### src/hdl/cd_pkg.sv
// Shared types and constants for the circular deque.
// Used by cd_cell, cd_chain and circular_deque; depends on nothing else.
`timescale 1ns / 1ps

package cd_pkg;

   // Default number of words the deque holds.
   localparam int CAPACITY_DEF = 16;

   // Width of one stored word.
   localparam int WORD_W = 32;

   // Request codes carried on the input channel's tuser.
   typedef enum logic [1:0] {
      OP_PUSH_FRONT = 2'd0,
      OP_PUSH_REAR  = 2'd1,
      OP_POP_FRONT  = 2'd2,
      OP_POP_REAR   = 2'd3
   } cd_op_type;

   // Outcome codes carried on the result channel's tuser.
   typedef enum logic [1:0] {
      ST_DONE       = 2'd0,
      ST_FULL       = 2'd1,
      ST_EMPTY      = 2'd2,
      ST_UNUSED     = 2'd3
   } cd_status_type;

   // What every cell of a chain does at the next edge.
   typedef enum logic [1:0] {
      ACT_HOLD       = 2'd0,
      ACT_SHIFT_UP   = 2'd1,
      ACT_SHIFT_DOWN = 2'd2,
      ACT_WRITE_AT   = 2'd3
   } cd_act_type;

   // Command that steers one chain of cells.
   typedef struct packed {
      cd_act_type          act;
      logic [WORD_W-1:0]   data;
   } cd_chain_cmd_type;

endpackage

### src/hdl/cd_cell.sv
// One storage cell of a deque chain: holds a word and takes it from a
// neighbor, from the new word, or keeps it. Depends on cd_pkg.
`timescale 1ns / 1ps

module cd_cell (
   input  logic                    clock,
   input  cd_pkg::cd_act_type      act,
   input  logic                    hit,
   input  logic [cd_pkg::WORD_W-1:0] lower_data,
   input  logic [cd_pkg::WORD_W-1:0] upper_data,
   input  logic [cd_pkg::WORD_W-1:0] new_data,
   output logic [cd_pkg::WORD_W-1:0] word
);
   import cd_pkg::*;

   logic [WORD_W-1:0] word_ff;
   logic [WORD_W-1:0] word_in;

   // Pick the next content from the neighbors or the new word.
   always_comb begin
      word_in = word_ff;
      case (act)
         ACT_HOLD:       word_in = word_ff;
         ACT_SHIFT_UP:   word_in = lower_data;
         ACT_SHIFT_DOWN: word_in = upper_data;
         ACT_WRITE_AT:   word_in = hit ? new_data : word_ff;
         default:        word_in = word_ff;
      endcase
   end

   // Payload register, no reset needed.
   always_ff @(posedge clock) begin
      word_ff <= word_in;
   end

   assign word = word_ff;

endmodule

### src/hdl/cd_chain.sv
// A row of cd_cell instances that together hold the deque in one order,
// with position 0 at the near end. Depends on cd_pkg and cd_cell.
`timescale 1ns / 1ps

module cd_chain #(
   parameter int CAPACITY = cd_pkg::CAPACITY_DEF,
   parameter int PW       = $clog2(CAPACITY)
) (
   input  logic                      clock,
   input  cd_pkg::cd_chain_cmd_type  cmd,
   input  logic [PW-1:0]             pos,
   output logic [cd_pkg::WORD_W-1:0] first_word,
   output logic [cd_pkg::WORD_W-1:0] second_word
);
   import cd_pkg::*;

   logic [WORD_W-1:0] words [CAPACITY];

   // Cells see both neighbors and the new word; the near end is fed with
   // the new word and the far end keeps its own value on a downward shift.
   for (genvar i = 0; i < CAPACITY; i++) begin : g_cell
      logic [WORD_W-1:0] lower_w;
      logic [WORD_W-1:0] upper_w;

      if (i == 0) begin : g_near
         assign lower_w = cmd.data;
      end else begin : g_mid_low
         assign lower_w = words[i-1];
      end

      if (i == CAPACITY - 1) begin : g_far
         assign upper_w = words[i];
      end else begin : g_mid_high
         assign upper_w = words[i+1];
      end

      cd_cell u_cell (
         .clock      (clock),
         .act        (cmd.act),
         .hit        (pos == PW'(i)),
         .lower_data (lower_w),
         .upper_data (upper_w),
         .new_data   (cmd.data),
         .word       (words[i])
      );
   end

   assign first_word  = words[0];
   assign second_word = words[1];

endmodule

### src/hdl/circular_deque.sv
// Top level of the fixed-capacity double-ended queue.
// Depends on cd_pkg and cd_chain (which uses cd_cell).
//
//   channel | dir | tdata                                   | tuser
//   --------+-----+-----------------------------------------+-------------
//   req_    | in  | value                                   | op
//   rsp_    | out | removed_value, front_value, rear_value, | status
//           |     | count, is_empty, is_full, zero pad      |
//
// A request beat is accepted whenever the result
// register is free or is being emptied in the same cycle, so one beat per
// clock is sustained while the result side keeps taking beats. Two chains
// of cells hold the contents, one with the front word at position 0 and
// one with the rear word at position 0, so both ends are always at hand.
// A synchronous reset empties the deque; cell contents are left as they are.
// A stall on the result side holds the result and stops further requests.
`timescale 1ns / 1ps

module circular_deque #(
   parameter int CAPACITY = cd_pkg::CAPACITY_DEF,
   parameter int CW       = $clog2(CAPACITY + 1),
   parameter int RSP_W    = ((3 * cd_pkg::WORD_W + CW + 2 + 7) / 8) * 8
) (
   input  logic                      clock,
   input  logic                      reset,
   input  logic                      req_tvalid,
   output logic                      req_tready,
   input  logic [cd_pkg::WORD_W-1:0] req_tdata,  // value
   input  logic [1:0]                req_tuser,  // op
   output logic                      rsp_tvalid,
   input  logic                      rsp_tready,
   output logic [RSP_W-1:0]          rsp_tdata,  // removed_value, front_value,
                                                 // rear_value, count, is_empty,
                                                 // is_full, zero pad
   output logic [1:0]                rsp_tuser   // status
);
   import cd_pkg::*;

   localparam int PW   = $clog2(CAPACITY);
   localparam int USED = 3 * WORD_W + CW + 2;

   logic              accept;
   cd_op_type         op;
   cd_status_type     status;
   logic [CW-1:0]     count_ff;
   logic [CW-1:0]     count_in;
   logic              full;
   logic              empty;
   logic [WORD_W-1:0] removed;
   logic [WORD_W-1:0] front_next;
   logic [WORD_W-1:0] rear_next;
   logic [WORD_W-1:0] f_first;
   logic [WORD_W-1:0] f_second;
   logic [WORD_W-1:0] r_first;
   logic [WORD_W-1:0] r_second;
   cd_chain_cmd_type  f_cmd;
   cd_chain_cmd_type  r_cmd;

   logic              rsp_valid_ff;
   logic [USED-1:0]   rsp_data_ff;
   logic [USED-1:0]   rsp_data_in;
   logic [1:0]        rsp_user_ff;

   assign op         = cd_op_type'(req_tuser);
   assign req_tready = !rsp_valid_ff || rsp_tready;
   assign accept     = req_tvalid && req_tready;
   assign full       = (count_ff == CW'(CAPACITY));
   assign empty      = (count_ff == '0);

   // Decode the request into chain commands, the outcome and the new count.
   always_comb begin
      f_cmd.act  = ACT_HOLD;
      f_cmd.data = req_tdata;
      r_cmd.act  = ACT_HOLD;
      r_cmd.data = req_tdata;
      status     = ST_DONE;
      removed    = '0;
      count_in   = count_ff;
      front_next = f_first;
      rear_next  = r_first;
      case (op)
         OP_PUSH_FRONT: begin
            if (full) begin
               status = ST_FULL;
            end else begin
               f_cmd.act  = ACT_SHIFT_UP;
               r_cmd.act  = ACT_WRITE_AT;
               count_in   = count_ff + CW'(1);
               front_next = req_tdata;
               rear_next  = empty ? req_tdata : r_first;
            end
         end
         OP_PUSH_REAR: begin
            if (full) begin
               status = ST_FULL;
            end else begin
               f_cmd.act  = ACT_WRITE_AT;
               r_cmd.act  = ACT_SHIFT_UP;
               count_in   = count_ff + CW'(1);
               front_next = empty ? req_tdata : f_first;
               rear_next  = req_tdata;
            end
         end
         OP_POP_FRONT: begin
            if (empty) begin
               status = ST_EMPTY;
            end else begin
               f_cmd.act  = ACT_SHIFT_DOWN;
               removed    = f_first;
               count_in   = count_ff - CW'(1);
               front_next = f_second;
            end
         end
         OP_POP_REAR: begin
            if (empty) begin
               status = ST_EMPTY;
            end else begin
               r_cmd.act  = ACT_SHIFT_DOWN;
               removed    = r_first;
               count_in   = count_ff - CW'(1);
               rear_next  = r_second;
            end
         end
         default: begin
            status = ST_DONE;
         end
      endcase

      // Nothing moves unless a beat is taken.
      if (!accept) begin
         f_cmd.act = ACT_HOLD;
         r_cmd.act = ACT_HOLD;
      end
   end

   // Front-ordered and rear-ordered chains.
   cd_chain #(
      .CAPACITY (CAPACITY),
      .PW       (PW)
   ) u_front_chain (
      .clock       (clock),
      .cmd         (f_cmd),
      .pos         (count_ff[PW-1:0]),
      .first_word  (f_first),
      .second_word (f_second)
   );

   cd_chain #(
      .CAPACITY (CAPACITY),
      .PW       (PW)
   ) u_rear_chain (
      .clock       (clock),
      .cmd         (r_cmd),
      .pos         (count_ff[PW-1:0]),
      .first_word  (r_first),
      .second_word (r_second)
   );

   // Pack the result fields, zeroing both ends when the deque is empty.
   always_comb begin
      rsp_data_in = {
         (count_in == CW'(CAPACITY)),
         (count_in == '0),
         count_in,
         (count_in == '0) ? '0 : rear_next,
         (count_in == '0) ? '0 : front_next,
         removed
      };
   end

   // Element count.
   always_ff @(posedge clock) begin
      if (reset) begin
         count_ff <= '0;
      end else if (accept) begin
         count_ff <= count_in;
      end
   end

   // Result register.
   always_ff @(posedge clock) begin
      if (reset) begin
         rsp_valid_ff <= 1'b0;
      end else if (accept) begin
         rsp_valid_ff <= 1'b1;
      end else if (rsp_tready) begin
         rsp_valid_ff <= 1'b0;
      end
   end

   always_ff @(posedge clock) begin
      if (accept) begin
         rsp_data_ff <= rsp_data_in;
         rsp_user_ff <= status;
      end
   end

   assign rsp_tvalid = rsp_valid_ff;
   assign rsp_tdata  = RSP_W'(rsp_data_ff);
   assign rsp_tuser  = rsp_user_ff;

endmodule
### config.mk
export PLATFORM = sky130hd
export DESIGN_NAME = circular_deque
export DESIGN_NICKNAME = d
export VERILOG_FILES = /design/src/hdl/cd_pkg.sv /design/src/hdl/cd_cell.sv /design/src/hdl/cd_chain.sv /design/src/hdl/circular_deque.sv
export SDC_FILE = /design/constraint.sdc
export NUM_CORES = 1
export LEC_CHECK = 0
export ABC_AREA = 1
export ABC_CLOCK_PERIOD_IN_PS = 6700
export BUFFER_PORTS_ARGS = -buffer_cell sky130_fd_sc_hd__buf_2
export CAP_MARGIN = 20
export CORE_UTILIZATION = 34
export DETAILED_ROUTE_END_ITERATION = 8
export GPL_TIMING_DRIVEN = 0
export PLACE_DENSITY = 0.55
export SLEW_MARGIN = 15
export SYNTH_ARGS = -nofsm -noshare
export SYNTH_HDL_FRONTEND = slang
export SYNTH_SLANG_ARGS = --single-unit
### constraint.sdc
create_clock -name clock -period 6.7 [get_ports clock]
set_input_delay 1.34 -clock clock [delete_from_list [all_inputs] [get_ports clock]]
set_output_delay 1.34 -clock clock [all_outputs]
set_load 0.005 [all_outputs]
==> results.md, run 1 <==
- Status: finished, final reports clean
- Ys async rst share: 0%
- Routed vias: 43,900
- Worst path arrival time: 5.06 ns
- Syn Inst Count: 5,534
- Sw Ratio: 29.2%
- Setup Skew: 0.0301 ns
- Register bit total from synthesis: 1,135
- Hold Crit Class: flop to flop
- Routability cong.: 0.970
- Area of the core: 155,000 sq um
- Via-to-Cell Ratio: 5.50
- Max-Cap Viols: 0
- Total global routing overflow: 0
- Clock sinks: 1,135
- TritonCTS clock tree: yes
- Initial antenna violation count: 26
- I/O Buffers: 144
- Largest net degree at the start of global routing: 74
- Max FO, Critical Path: 10
- Setup-failing EPs final: 0
- CP Capture Type: flop
- RSZ-0062 raised after global routing: false
- DRT Wirelength: 199,000 microns
- Max-Slew Margin vs Limit: 22.2%
- Count leader, synth: nand2_1
- Sequential power share: 48.4%
- Clock Tree Buf Depth: 3
- YS warnings: 0
- Max rail drop VDD: 241 uV
- Synth Cell Area: 53,100 sq um
- Skew-Pair Late Insertion Delay: 0.78 ns
- Synth Area in Compound Gates: 3.87%
- Die width: 397 microns
- DRC: 0
- CTS HTree Levels: 4
- # rows: 144
- First DRT Iteration DRCs: 4,844
- Detailed placer's ending HPWL: 152,000 microns
- Layout Utilization: 39.5%
- Yosys cell types: 27
- Combinational Power Share: 15.9%
- Root Driver: clkbuf_16
- Synth top area cells: edfxtp_1 (64%), nand2_1 (17%), nand3_1 (9.0%)
- Fmax: 220 MHz
- Multiplexer share of the synthesized area: 0%
- Global-route wire length before repair: 287,000 microns
- Worst Max-Slew Pin Slew: 1.17 ns
- Power density cells: 322 nW/um^2
- Seq/Total Area, Yosys: 64.0%
- Area Growth Syn to Fin: 14.9%
- Clk pwr share: 35.7%
- DIE HEIGHT: 397 microns
- Setup WS post-layout: 2.15 ns
- Leakage power: 25.2 nW
- Final Hold Fails: 0
- Vias in the first global route: 43,100
- Fin nets: 5,878
- Synth Area in Simple Gates: 27.1%
- P_sw: 5.75 mW
- Initial core utilization: 34.4%
- Post-synth top flop: edfxtp_1
- Int Power: 13.9 mW
- Post-synth EDFFs: 1,129
- Post-synth top area share: 63.8%
- Worst EP required: 7.21 ns
- Final min period: 4.55 ns
- Syn Area/Cell: 9.60 sq um
- GRT Total Usage: 24.8%
- DRT Pass-1 Iters: 6
- Setup bufs post-CTS: 0
- Layout cells sized above 1: 10.5%
- Adder-cell area share of the yosys netlist: 0.118%
- Syn_nets: 5,577
- Yosys top cell by area: edfxtp_1
- Reg clk slew, reported paths: 0.06 ns
- Io pins: 146
- Hold-fix buffers at CTS: 0
- CP Class: flop to flop
- Synth top cells by count: nand2_1 (2,402), edfxtp_1 (1,129), nand3_1 (960)
- CP startpoint kind: flop
- Final Cycle Share: 67.9%
- Post-CTS sizing: 0
- Dpl ws: 2.02 ns
- Wirelength per Cell: 24.9 microns
- Final Max Slew Viols: 0
- Routed Antenna Nets: 0
- Die area: 158,000 sq um
- Post-synthesis xor/xnor area fraction: 0.0659%
- CTS Buf Count: 131
- Largest family of logic cells by synthesized area: simple AND/OR/NAND/NOR gates
==> cell type report <==
| cell class | instances | area, sq um |
|---|---|---|
| antenna | 1 | 2.50 |
| buffer | 384 | 1730 |
| clock buffer | 168 | 3520 |
| clock inverter | 64 | 572 |
| fill | 15700 | 93600 |
| inverter | 213 | 805 |
| multi-input combinational | 3802 | 16600 |
| sequential | 1135 | 34000 |
| tap | 2044 | 2560 |
| timing repair buffer | 168 | 1230 |
==> routing by layer <==
metal	vias up	track usage, %	share of wire (%)
li1	19600	-	-
met1	22000	36.5	46
met2	1952	34.8	41
met3	287	7.73	11
met5	-	0	0.092
met4	30	6.82	2.3
==> worst max-delay path, stage by stage, from the launching register on <==
cell and delay, ns:
dfxtp_1 0.50, inv_1 0.17, ha_1 0.20, clkbuf_1 0.24
nand3_1 0.20, nand2_1 0.35, o21ai_2 0.36, clkbuf_1 0.75
nand2_1 0.66, clkbuf_1 0.58, nand2_1 0.18, nand2_1 0.07
==> metrics by stage <==
step | hold WS (ns) | cell area [sq um] | instances | TNS, ns | total power [mW]
2_1_floorplan | 0.498 | 53100 | 5534 | 0 | 11.3
3_3_place_gp | 0.504 | 56400 | 7722 | -1372.13 | 12.6
3_5_place_dp | 0.516 | 56900 | 7745 | 0 | 12.7
4_1_cts | 0.511 | 61000 | 7977 | 0 | 19.7
5_1_grt | 0.545 | 61000 | 7978 | 0 | 20.4
6_report | 0.524 | 61000 | 7979 | 0 | 19.7
==> sequential cells by signal (all words and copies together), names as in the netlist <==
signal / count
rsp_data_ff: 103
rsp_tvalid: 1
count_ff: 5
u_rear_chain.g_cell.u_cell.word: 512
u_front_chain.g_cell.u_cell.word: 512
rsp_tuser: 2
==> cell families (layout without fill, tap and decap cells) <==
kind of cell | count (synthesis) | in the layout
AOI/OAI and AO/OA | 334 | 334
xor gates and xnor gates | 4 | 4
adders and majority gates | 5 | 5
buffers and inverters | 597 | 997
DFF | 1135 | 1135
other | 1 | 2
and+or+nand+nor | 3458 | 3458
==> cell usage in the layout, fill, tap and decap left out, drive strengths merged <==
cell and instances:
nand3 961, nand4 66, nor3 1, nand2 2415, dfxtp 6, inv 219, bufinv 7, ha 5
o211ai 136, clkinv 49, o22ai 32, nor2 15, diode 1, buf 415, conb 1, xor2 4
edfxtp 1129, o21ai 158, clkinvlp 2, clkbuf 305, a21oi 8
==> final timing paths <==
path | from | end | slack, ns | cells past startpoint
min reg2reg | u_rear_chain.g_cell[15].u_cell.word[22] | u_rear_chain.g_cell[14].u_cell.word[22] | 0.52 | 2
max | count_ff[1] | u_rear_chain.g_cell[15].u_cell.word[1] | 2.15 | 11
max reg2reg | count_ff[1] | u_rear_chain.g_cell[15].u_cell.word[1] | 2.15 | 11
min | u_rear_chain.g_cell[15].u_cell.word[22] | u_rear_chain.g_cell[14].u_cell.word[22] | 0.52 | 2
==> power groups by stage <==
stage | clock, mW | combinational [mW] | sequential (mW)
finish | 7.01 | 3.14 | 9.51
global route | 7.39 | 3.40 | 9.60
CTS | 7.12 | 3.06 | 9.50
detailed placement | 0 | 3.04 | 9.63
global placement | 0 | 2.91 | 9.67
floorplan | 0 | 1.77 | 9.48
Note: power is estimated with default switching activity, not from simulation.
==> run 2: changes to the inputs <==
Settings changed: ABC_CLOCK_PERIOD_IN_PS 6700 to 4150, PLACE_DENSITY 0.55 to 0.56.
Clock period 6.7 ns to 4.15 ns, I/O delays scaled along.
==> results.md, run 2 (synthesis gave the netlist of run 1 again) <==
- Routability cong.: 0.948
- Setup Skew: 0.0284 ns
- Worst path arrival time: 4.74 ns
- Routed vias: 44,600
- Max FO, Critical Path: 10
- Sequential power share: 48.1%
- Busiest grt layer: met1
- Dpl ws: -0.690 ns
- Wirelength per Cell: 25.6 microns
- Worst stage delay on the critical path: 0.77 ns
- Routed Antenna Nets: 0
- FF-to-FF Start: count_ff[0]
- Reg clk slew, reported paths: 0.06 ns
- Area Growth Syn to Fin: 15.4%
- Most frequent cells in the layout: nand2_1 (2,399), edfxtp_1 (1,129), nand3_1 (960), buf_2 (363), inv_1 (178)
- GRT Total Usage: 25.5%
- Largest net degree at the start of global routing: 37
- Fin nets: 5,888
- CP Capture Type: flop
- # rows: 144
- Detailed placer's ending HPWL: 155,000 microns
- Hold-fix buffers at CTS: 0
- Final Hold Slack: 0.381 ns
- Die width: 397 microns
- Clock sinks: 1,135
- Worst Max-Slew Pin Slew: 1.15 ns
- Setup-failing EPs final: 0
- Vias in the first global route: 42,500
- Power density cells: 522 nW/um^2
- DRC: 0
- I/O Buffers: 144
- P_sw: 9.53 mW
- Grt met3 use: 5.01%
- Initial core utilization: 34.4%
- Status: finished, final reports clean
- Final Hold Fails: 0
- Sw Ratio: 29.8%
- CTS Buf Count: 132
- Clk pwr share: 35.7%
- Critical path's slowest cell: clkbuf_1
- Global-route wire length before repair: 294,000 microns
- Clock Tree Buf Depth: 3
- Met1 Use GR: 39.6%
- Hold Crit Start: reset
- DRT Pass-1 Iters: 6
- CP startpoint kind: flop
- Die area: 158,000 sq um
- Leakage power: 25.3 nW
- Crit path buf inv count: 4
- Worst Setup SP: count_ff[0]
- Final min period: 4.11 ns
- Fmax: 243 MHz
- First DRT Iteration DRCs: 5,991
- Max-Slew Margin vs Limit: 23.1%
- Via-to-Cell Ratio: 5.57
- Area of the core: 155,000 sq um
- Layout cells sized above 1: 10.8%
- CTS HTree Levels: 4
- Combinational Power Share: 16.2%
- Cells along the critical path: inv_1, ha_1, clkbuf_1, nand3_1, nand2_1, o21ai_2, nand2_2, buf_2, clkbuf_1, nand2_1, nand3_1
- DRT Wirelength: 205,000 microns
- DIE HEIGHT: 397 microns
- Setup WS post-layout: 0.0379 ns
- Root Driver: clkbuf_16
- Skew-Pair Late Insertion Delay: 0.78 ns
- Most common cell after layout, fill and taps aside: nand2_1
- Max rail drop VDD: 377 uV
- Total global routing overflow: 0
- TritonCTS clock tree: yes
- Worst EP required: 4.78 ns
- RSZ-0062 raised after global routing: false
- Io pins: 146
- Final Cycle Share: 99.1%
- Met2 Usage GRT: 35.7%
- Int Power: 22.5 mW
- # fillers: 15,600
- Worst path top cell family by delay: buffers and inverters
- CP Class: flop to flop
- Hold Crit Class: input port to flop
- Max-Cap Viols: 0
- Initial antenna violation count: 22
- Final Max Slew Viols: 0
run 2: per-stage QoR:
stage / cell area, sq um / TNS [ns] / cells / power [mW] / utilization (%)
after CTS: 61300 / 0 / 7992 / 32.0 / 39.6
after global routing: 61300 / 0 / 7992 / 33.1 / 39.7
after global placement: 56400 / -2103.62 / 7722 / 20.4 / 36.5
after floorplan: 53200 / 0 / 5534 / 18.2 / -
final: 61300 / 0 / 7995 / 32.0 / 39.7
after detailed placement: 57100 / -23.71 / 7752 / 20.6 / 36.9
run 2: final timing paths:
kind                                                  end  slack (ns)  cells past startpoint
hold reg to reg   u_rear_chain.g_cell[14].u_cell.word[13]        0.52                      2
setup reg to reg   u_rear_chain.g_cell[1].u_cell.word[22]        0.04                     11
hold / removal                                 rsp_tvalid        0.38                      2
setup / recovery   u_rear_chain.g_cell[1].u_cell.word[22]        0.04                     11
run 2: power by group through the flow:
stage / clock [mW] / combinational (mW) / sequential, mW
floorplan: 0 / 2.86 / 15.3
global placement: 0 / 4.75 / 15.6
global route: 12.0 / 5.59 / 15.5
finish: 11.4 / 5.19 / 15.4
CTS: 11.6 / 5.06 / 15.4
detailed placement: 0 / 5.01 / 15.6
run 2: area by class of cell:
cell class | count | area [sq um] | area share (%)
multi-input cells | 3802 | 16600 | 27.1
clock buffers | 165 | 3490 | 5.69
repair inverters | 1 | 7.51 | 0.0122
flip-flops and latches | 1135 | 34000 | 55.5
diodes | 3 | 7.51 | 0.0122
well taps | 2044 | 2560 | 4.17
plain buffers | 384 | 1760 | 2.87
inverters | 213 | 816 | 1.33
repair buffers | 176 | 1400 | 2.28
clock inverters | 72 | 659 | 1.08
run 2: worst register-to-register path, delay by kind of cell (launching register included):
family          cells  cell delay [ns]
flops               1             0.38
fa+ha+maj           1             0.19
compound gates      1             0.30
buf+inv             4             1.72
simple gates        5             1.38
run 2: what timing repair did:
item | CTS | global route
buffers inserted | 2 | 0
endpoints found under the hold margin | 0 | 0
resized for setup | 3 | 31
gates cloned | 1 | 0
endpoints found under the setup margin | 52 | 155
run 2: routing by layer:
layer  up-vias  share of wire, %  routed length (microns)
li1      19600                 -                        -
met1     22400                47                    96000
met2      2281                41                    84400
met3       289               9.9                    20200
met4        22               2.1                     4290
met5         -             0.061                      126
